===== src/hdl/tost_pkg.sv =====
package tost_pkg;

    localparam int IN_TDATA_W  = 120;
    localparam int OUT_TDATA_W = 104;
    localparam int PAYLOAD_W   = 64;
    localparam int STRING_W    = 32;

    localparam logic [1:0] CMD_EFFECT   = 2'd0;
    localparam logic [1:0] CMD_PUSH_INT = 2'd1;
    localparam logic [1:0] CMD_PUSH_STR = 2'd2;

    localparam logic [1:0] KIND_ABSENT  = 2'd0;
    localparam logic [1:0] KIND_UNKNOWN = 2'd1;
    localparam logic [1:0] KIND_INT     = 2'd2;
    localparam logic [1:0] KIND_STR     = 2'd3;

    typedef struct packed {
        logic [1:0]           tag;
        logic [PAYLOAD_W-1:0] payload;
    } entry_t;

endpackage


===== src/hdl/typed_operand_stack_tracker_unit.sv =====
// A push, or an effect after its pops, writes entries while there is room; an insert shifts
// the entries above its point up and writes the new one; an ignored or full insert or an
// unused command writes nothing. Each item then reads its query and loads the result; a held
// result stalls the next item. One item at a time, the next beat taken in the cycle after
// the result loads; one stack memory write and one read port serve each push, move and query.
// Reset (aresetn low, synchronous) empties the stack and drops any pending result.
module typed_operand_stack_tracker_unit #(
    parameter int DEPTH = 16
) (
    input  logic                               aclk,
    input  logic                               aresetn,
    input  logic                               s_axis_tvalid,
    output logic                               s_axis_tready,
    // pop_count, push_count, insert_mode, insert_depth, int_value, string_id,
    // query_depth, zero pad
    input  logic [tost_pkg::IN_TDATA_W-1:0]    s_axis_tdata,
    // command
    input  logic [1:0]                         s_axis_tuser,
    output logic                               m_axis_tvalid,
    input  logic                               m_axis_tready,
    // query_int, query_string, entry_count, overflow, zero pad
    output logic [tost_pkg::OUT_TDATA_W-1:0]   m_axis_tdata,
    // query_kind
    output logic [1:0]                         m_axis_tuser
);

    localparam int AW = $clog2(DEPTH);
    localparam int CW = $clog2(DEPTH + 1);
    localparam int XW = (CW > 5) ? CW : 5;

    typedef enum logic [6:0] {
        ST_IDLE     = 7'b0000001,
        ST_PUSH     = 7'b0000010,
        ST_SHIFT_RD = 7'b0000100,
        ST_SHIFT_WR = 7'b0001000,
        ST_INS_WR   = 7'b0010000,
        ST_QUERY    = 7'b0100000,
        ST_OUT      = 7'b1000000
    } state_t;

    state_t            state_reg, state_next;
    logic [CW-1:0]     occ_reg, occ_next;
    logic [4:0]        cnt_reg, cnt_next;
    logic [AW-1:0]     ptr_reg, ptr_next;
    tost_pkg::entry_t  wdata_reg, wdata_next;
    logic [3:0]        qdepth_reg, qdepth_next;
    logic              hit_reg, hit_next;
    logic              ovf_reg, ovf_next;
    logic              m_valid_reg, m_valid_next;
    logic [tost_pkg::OUT_TDATA_W-1:0] m_tdata_reg;
    logic [1:0]        m_tuser_reg;

    logic [4:0]        in_pop_count;
    logic [4:0]        in_push_count;
    logic              in_insert_mode;
    logic [3:0]        in_insert_depth;
    logic [63:0]       in_int_value;
    logic [31:0]       in_string_id;
    logic [3:0]        in_query_depth;

    logic              in_accept;
    logic              out_load;
    logic [XW-1:0]     occ_x;
    logic [XW-1:0]     pops_x;
    logic [XW-1:0]     qaddr_x;

    logic              ram_wr_en;
    logic [AW-1:0]     ram_wr_addr;
    tost_pkg::entry_t  ram_wr_data;
    logic              ram_rd_en;
    logic [AW-1:0]     ram_rd_addr;
    tost_pkg::entry_t  ram_rd_data;

    logic [1:0]        res_kind;
    logic [63:0]       res_int;
    logic [31:0]       res_str;

    assign in_pop_count    = s_axis_tdata[4:0];
    assign in_push_count   = s_axis_tdata[9:5];
    assign in_insert_mode  = s_axis_tdata[10];
    assign in_insert_depth = s_axis_tdata[14:11];
    assign in_int_value    = s_axis_tdata[78:15];
    assign in_string_id    = s_axis_tdata[110:79];
    assign in_query_depth  = s_axis_tdata[114:111];

    assign s_axis_tready = (state_reg == ST_IDLE);
    assign in_accept     = s_axis_tvalid && s_axis_tready;
    assign occ_x         = XW'(occ_reg);
    assign pops_x        = XW'(in_pop_count);
    assign qaddr_x       = occ_x - XW'(1) - XW'(qdepth_reg);

    always_comb begin
        state_next   = state_reg;
        occ_next     = occ_reg;
        cnt_next     = cnt_reg;
        ptr_next     = ptr_reg;
        wdata_next   = wdata_reg;
        qdepth_next  = qdepth_reg;
        hit_next     = hit_reg;
        ovf_next     = ovf_reg;
        m_valid_next = m_valid_reg && !m_axis_tready;
        out_load     = 1'b0;
        ram_wr_en    = 1'b0;
        ram_wr_addr  = ptr_reg;
        ram_wr_data  = wdata_reg;
        ram_rd_en    = 1'b0;
        ram_rd_addr  = ptr_reg - AW'(1);

        case (state_reg)
            ST_IDLE: begin
                if (in_accept) begin
                    ovf_next    = 1'b0;
                    qdepth_next = in_query_depth;
                    cnt_next    = 5'd1;
                    state_next  = ST_PUSH;
                    case (s_axis_tuser)
                        tost_pkg::CMD_EFFECT: begin
                            wdata_next = '{tag: tost_pkg::KIND_UNKNOWN, payload: '0};
                            if (!in_insert_mode) begin
                                occ_next = (occ_x > pops_x) ? CW'(occ_x - pops_x) : '0;
                                cnt_next = in_push_count;
                            end else if (XW'(in_insert_depth) < occ_x) begin
                                if (occ_x == XW'(DEPTH)) begin
                                    ovf_next   = 1'b1;
                                    state_next = ST_QUERY;
                                end else begin
                                    ptr_next   = occ_reg[AW-1:0];
                                    cnt_next   = 5'(in_insert_depth) + 5'd1;
                                    state_next = ST_SHIFT_RD;
                                end
                            end else begin
                                state_next = ST_QUERY;
                            end
                        end
                        tost_pkg::CMD_PUSH_INT: begin
                            wdata_next = '{tag: tost_pkg::KIND_INT, payload: in_int_value};
                        end
                        tost_pkg::CMD_PUSH_STR: begin
                            wdata_next = '{tag: tost_pkg::KIND_STR,
                                           payload: 64'(in_string_id)};
                        end
                        default: begin
                            state_next = ST_QUERY;
                        end
                    endcase
                end
            end
            ST_PUSH: begin
                if (cnt_reg == 5'd0) begin
                    state_next = ST_QUERY;
                end else if (occ_x == XW'(DEPTH)) begin
                    ovf_next   = 1'b1;
                    cnt_next   = 5'd0;
                    state_next = ST_QUERY;
                end else begin
                    ram_wr_en   = 1'b1;
                    ram_wr_addr = occ_reg[AW-1:0];
                    occ_next    = occ_reg + CW'(1);
                    cnt_next    = cnt_reg - 5'd1;
                end
            end
            ST_SHIFT_RD: begin
                ram_rd_en  = 1'b1;
                state_next = ST_SHIFT_WR;
            end
            ST_SHIFT_WR: begin
                ram_wr_en   = 1'b1;
                ram_wr_data = ram_rd_data;
                ptr_next    = ptr_reg - AW'(1);
                cnt_next    = cnt_reg - 5'd1;
                state_next  = (cnt_reg == 5'd1) ? ST_INS_WR : ST_SHIFT_RD;
            end
            ST_INS_WR: begin
                ram_wr_en  = 1'b1;
                occ_next   = occ_reg + CW'(1);
                state_next = ST_QUERY;
            end
            ST_QUERY: begin
                hit_next    = XW'(qdepth_reg) < occ_x;
                ram_rd_en   = XW'(qdepth_reg) < occ_x;
                ram_rd_addr = qaddr_x[AW-1:0];
                state_next  = ST_OUT;
            end
            ST_OUT: begin
                if (!m_valid_reg || m_axis_tready) begin
                    out_load     = 1'b1;
                    m_valid_next = 1'b1;
                    state_next   = ST_IDLE;
                end
            end
            default: begin
                state_next = ST_IDLE;
            end
        endcase
    end

    always_comb begin
        res_kind = hit_reg ? ram_rd_data.tag : tost_pkg::KIND_ABSENT;
        res_int  = (res_kind == tost_pkg::KIND_INT) ? ram_rd_data.payload : '0;
        res_str  = (res_kind == tost_pkg::KIND_STR) ?
                   ram_rd_data.payload[tost_pkg::STRING_W-1:0] : '0;
    end

    always_ff @(posedge aclk) begin
        if (!aresetn) begin
            state_reg   <= ST_IDLE;
            occ_reg     <= '0;
            cnt_reg     <= '0;
            ptr_reg     <= '0;
            hit_reg     <= 1'b0;
            ovf_reg     <= 1'b0;
            m_valid_reg <= 1'b0;
        end else begin
            state_reg   <= state_next;
            occ_reg     <= occ_next;
            cnt_reg     <= cnt_next;
            ptr_reg     <= ptr_next;
            hit_reg     <= hit_next;
            ovf_reg     <= ovf_next;
            m_valid_reg <= m_valid_next;
        end
    end

    always_ff @(posedge aclk) begin
        wdata_reg  <= wdata_next;
        qdepth_reg <= qdepth_next;
        if (out_load) begin
            m_tdata_reg <= {2'b00, ovf_reg, occ_x[4:0], res_str, res_int};
            m_tuser_reg <= res_kind;
        end
    end

    assign m_axis_tvalid = m_valid_reg;
    assign m_axis_tdata  = m_tdata_reg;
    assign m_axis_tuser  = m_tuser_reg;

    tost_ram #(
        .DEPTH (DEPTH)
    ) u_ram (
        .aclk    (aclk),
        .wr_en   (ram_wr_en),
        .wr_addr (ram_wr_addr),
        .wr_data (ram_wr_data),
        .rd_en   (ram_rd_en),
        .rd_addr (ram_rd_addr),
        .rd_data (ram_rd_data)
    );

`ifndef SYNTHESIS
    a_occ_bound: assert property (@(posedge aclk) disable iff (!aresetn)
        occ_x <= XW'(DEPTH))
        else $error("occupancy beyond depth");

    a_busy_after_accept: assert property (@(posedge aclk) disable iff (!aresetn)
        in_accept |=> !s_axis_tready)
        else $error("ready right after accept");

    a_write_room: assert property (@(posedge aclk) disable iff (!aresetn)
        ram_wr_en |-> (occ_x < XW'(DEPTH)))
        else $error("stack write on full stack");

    a_write_tag: assert property (@(posedge aclk) disable iff (!aresetn)
        (ram_wr_en && (state_reg != ST_SHIFT_WR)) |->
            (ram_wr_data.tag != tost_pkg::KIND_ABSENT))
        else $error("absent tag written");

    a_result_source: assert property (@(posedge aclk) disable iff (!aresetn)
        $rose(m_valid_reg) |-> $past(state_reg == ST_OUT))
        else $error("result raised outside output step");
`endif

endmodule


===== src/hdl/tost_ram.sv =====
module tost_ram #(
    parameter int DEPTH = 16,
    localparam int AW = $clog2(DEPTH)
) (
    input  logic            aclk,
    input  logic            wr_en,
    input  logic [AW-1:0]   wr_addr,
    input  tost_pkg::entry_t wr_data,
    input  logic            rd_en,
    input  logic [AW-1:0]   rd_addr,
    output tost_pkg::entry_t rd_data
);

    tost_pkg::entry_t mem [DEPTH];
    tost_pkg::entry_t rd_data_reg;

    always_ff @(posedge aclk) begin
        if (wr_en) begin
            mem[wr_addr] <= wr_data;
        end
    end

    always_ff @(posedge aclk) begin
        if (rd_en) begin
            rd_data_reg <= mem[rd_addr];
        end
    end

    assign rd_data = rd_data_reg;

endmodule


===== config.mk =====
export PLATFORM = sky130hd
export DESIGN_NAME = typed_operand_stack_tracker_unit
export DESIGN_NICKNAME = d
export VERILOG_FILES = /design/src/hdl/tost_pkg.sv /design/src/hdl/typed_operand_stack_tracker_unit.sv /design/src/hdl/tost_ram.sv
export SDC_FILE = /design/constraint.sdc
export NUM_CORES = 2
export LEC_CHECK = 0
export BUFFER_PORTS_ARGS = -buffer_cell sky130_fd_sc_hd__buf_4
export CAP_MARGIN = 10
export CORE_MARGIN = 8
export CORE_UTILIZATION = 62
export DETAILED_ROUTE_END_ITERATION = 12
export GPL_ROUTABILITY_DRIVEN = 0
export HOLD_SLACK_MARGIN = 0.1
export PLACE_DENSITY = 0.87
export SLEW_MARGIN = 40
export SYNTH_ARGS = -nofsm -noshare
export SYNTH_HDL_FRONTEND = slang
export SYNTH_SLANG_ARGS = --single-unit

===== constraint.sdc =====
create_clock -name aclk -period 7.6 [get_ports aclk]
set_input_delay 1.14 -clock aclk [delete_from_list [all_inputs] [get_ports aclk]]
set_output_delay 1.14 -clock aclk [all_outputs]
set_load 0.01 [all_outputs]

==> results.yml <==
floorplan:
  dieArea_um2: 100600
  die_h_um: 317.2
  coreArea_um2: 90010
  start_util: 0.6248
  die_w_um: 317.2
  num_rows: 110
  ios: 234
timing:
  tightest_slew_ns: 0.9328
  final_max_slew_viol_count: 0
  skew_ns: 0.03354
  finalCritPeriodShare: 0.6547
  min_period_ns: 4.976
  setup_violations: 0
  fmax_ghz: 0.2010
  max_slew_margin: 0.3781
  hold_ws_ns: 0.4547
  finalHoldViolCount: 0
  rsz0062_at_grt: "no"
  tns_ns: 0
clocking:
  cts_buffer_depth: 3
  worstSkewPairLatency_ns: 0.74
  numCtsBuffers: 132
  cts_resized: 0
  root_buffer: "clkbuf_16"
  clock-sinks: 1320
  clk_pin_slew_worst_paths_ns: 0.07
  cts_tree: "built"
  hold_buffers: 0
  htree_levels: 4
  postCtsSetupRepairBufs: 0
worst_setup_path:
  critPathKind: "reg -> reg"
  cp.arrival_ns: 5.47
  cp_slowest_cell: "fa_4"
  cp_slowest_stage_delay_ns: 1.39
  cp_cell_sequence: "inv_1, fa_4, buf_4, buf_6, mux4_2, mux2i_1, o22ai_1, a211o_1"
  worstPathRequired_ns: 8.09
  cp_max_fo: 62
  cp-end-kind: "register"
  critPathLaunchType: "register"
  r2r_start: "occ_reg[1]$_SDFFE_PN0P_"
  startpoint: "occ_reg[1]$_SDFFE_PN0P_"
global_routing:
  grt_usage: 0.2992
  grt_pass1_wl_um: 219300
  grt_pass1_vias: 34332
  antenna_found_initial: 6
  gr-total-overflow: 0
  grt_max_degree: 97
synthesis:
  seq_area_frac_synth: 0.7006
  yosysTopAreaCellShare: 0.6920
  postSynthCellCount: 3051
  synth_ff_type: "edfxtp_1"
  synth_area_leaders: "edfxtp_1 69%, mux4_2 13%, mux2i_1 4.8%"
  synth_edf_count: 1296
  async_flop_share: 0
  synth.avg_cell_area_um2: 18.43
  yosysUniqueCellTypes: 62
  netlist_area_um2: 56240
  synth-seq-cells: 1320
  yosysTopAreaCell: "edfxtp_1"
  yosysWarnings: 0
pwr:
  pwr-share-comb: 0.088
  irDropWorstVdd_uv: 221.6
  p_sw_frac: 0.2264
  power_frac_seq: 0.509
  leakage_nw: 21.60
  p_int_mw: 12.60
  p_switching_mw: 3.688
  clockPowerShare: 0.402
  power_density_nw_per_um2: 253.9
min_path:
  hp-start: "ovf_reg$_SDFFE_PN0P_"
  hold_path_class: "reg -> reg"
finish:
  largest_reg_flops: 1056
  fillers: 4988
  syn_to_final_growth_pct: 14.07
  layout-drive-gt1-share: 0.2734
  ff_latch_area_um2: 39400
  largest-register: "u_ram.mem"
  multi_input_area_um2: 16240
  nets: 3451
drt:
  ant_nets: 0
  vias: 32893
  routed_wl_um: 151800
  drt_pre_antenna_iters: 6
  viasPerCell: 7.185
  drc: 0
  wire_per_inst_um: 33.15
  drt_first_iter_violations: 4689
outcome:
  status: "finished clean"
placement:
  dp_hpwl_um: 76980
  portBuffers: 226
run:
  drv_cap: 0
-- power by group through the flow --
stage / registers (mW) / clock network [mW] / logic, mW
after floorplan: 8.42 / 0 / 0.956
after global placement: 8.44 / 0 / 1.26
after detailed placement: 8.44 / 0 / 1.37
after CTS: 8.29 / 6.58 / 1.41
after global routing: 8.30 / 6.82 / 1.51
final: 8.30 / 6.56 / 1.44
-- cell usage after synthesis (6+ instances only) --
master and count:
nand3_1 11, buf_2 41, a211oi_1 8, nand2b_1 7, nor3_1 14, a31oi_1 6
o21ai_0 16, inv_1 25, a22oi_1 38, o22a_1 68, ha_1 25, mux2_2 65
edfxtp_1 1296, nor2_1 36, clkbuf_1 121, nand2_1 278, mux2i_1 267, dfxtp_1 24
buf_4 6, and2_1 131, mux4_2 330, o22ai_1 7, a21oi_1 23, o211ai_1 65
buf_1 20, nor2b_1 50, xnor2_1 8
-- kinds of logic after synthesis --
group,count (synthesis),share of synthesized area
flip-flops,1320,0.7006
AO/OA/AOI/OAI,257,0.03420
other,1,0.00006668
buffers and inverters,216,0.01613
multiplexers,662,0.1927
AND/OR/NAND/NOR,556,0.04821
adder cells (fa/ha/maj),27,0.006274
XOR/XNOR,12,0.001869
-- worst max-delay path, delay by kind of cell, from the launching register on --
| kind | cells | cell delay [ns] |
|---|---|---|
| multiplexers | 2 | 0.58 |
| flip-flops | 1 | 0.57 |
| buffers and inverters | 3 | 1.70 |
| AO/OA/AOI/OAI | 2 | 0.41 |
| adder cells (fa/ha/maj) | 1 | 1.39 |
-- per-layer routing --
| metal | routed length [um] | up-vias | global-route usage |
|---|---|---|---|
| met5 | 13 | - | 0 |
| met4 | 8875 | 2 | 0.1636 |
| met3 | 17300 | 646 | 0.06840 |
| met2 | 75680 | 2853 | 0.5038 |
| met1 | 49900 | 16595 | 0.3598 |
| li1 | - | 12797 | - |
-- placed cells by master (no fill, tap or decap), drive strengths merged, types with 4 or more instances in the layout --
master / synthesis / layout
buf: 70 / 303
o21ai: 19 / 19
ha: 25 / 25
nor4: 4 / 4
a21oi: 23 / 23
clkinv: 0 / 48
a211oi: 8 / 8
xnor2: 8 / 8
o211ai: 65 / 65
a31oi: 6 / 6
dfxtp: 24 / 24
a21o: 4 / 4
nor2b: 50 / 50
clkinvlp: 0 / 5
inv: 25 / 29
bufinv: 0 / 14
diode: 0 / 4
nand2: 279 / 279
mux2i: 267 / 267
o22a: 68 / 68
mux2: 65 / 65
o22ai: 7 / 7
mux4: 330 / 330
nor3: 14 / 14
nand2b: 7 / 7
xor2: 4 / 4
a22oi: 38 / 38
clkbuf: 121 / 163
nor2: 36 / 36
nand3: 11 / 11
and3: 5 / 5
or3: 5 / 5
edfxtp: 1296 / 1296
and2: 131 / 131
-- final timing paths --
kind,slack (ns),depth (start not counted),end
setup / recovery,2.62,8,u_ram.rd_data[64]$_DFFE_PP_
hold reg to reg,0.45,0,m_axis_tdata[101]$_DFFE_PP_
hold / removal,0.45,0,m_axis_tdata[101]$_DFFE_PP_
setup reg to reg,2.62,8,u_ram.rd_data[64]$_DFFE_PP_
-- per-stage QoR --
step | util | std cells | power (mW) | instance area, um2 | setup slack, ns
after floorplan | - | 3052 | 9.379 | 56240 | 0.9801
after global placement | 0.6600 | 4324 | 9.704 | 59410 | 2.735
after detailed placement | 0.6642 | 4338 | 9.810 | 59780 | 2.895
after CTS | 0.7120 | 4572 | 16.29 | 64090 | 2.747
after global routing | 0.7126 | 4574 | 16.63 | 64140 | 2.582
final | 0.7127 | 4578 | 16.29 | 64150 | 2.624
-- final cells by class --
type,count,area share
multi-input combinational,1516,0.2532
clock buffer,163,0.05496
timing repair buffer,303,0.04096
tap,1176,0.02294
sequential,1320,0.6142
antenna,4,0.0001560
clock inverter,71,0.01215
inverter,25,0.001463
No activity file was read; power rests on OpenSTA's default activity.
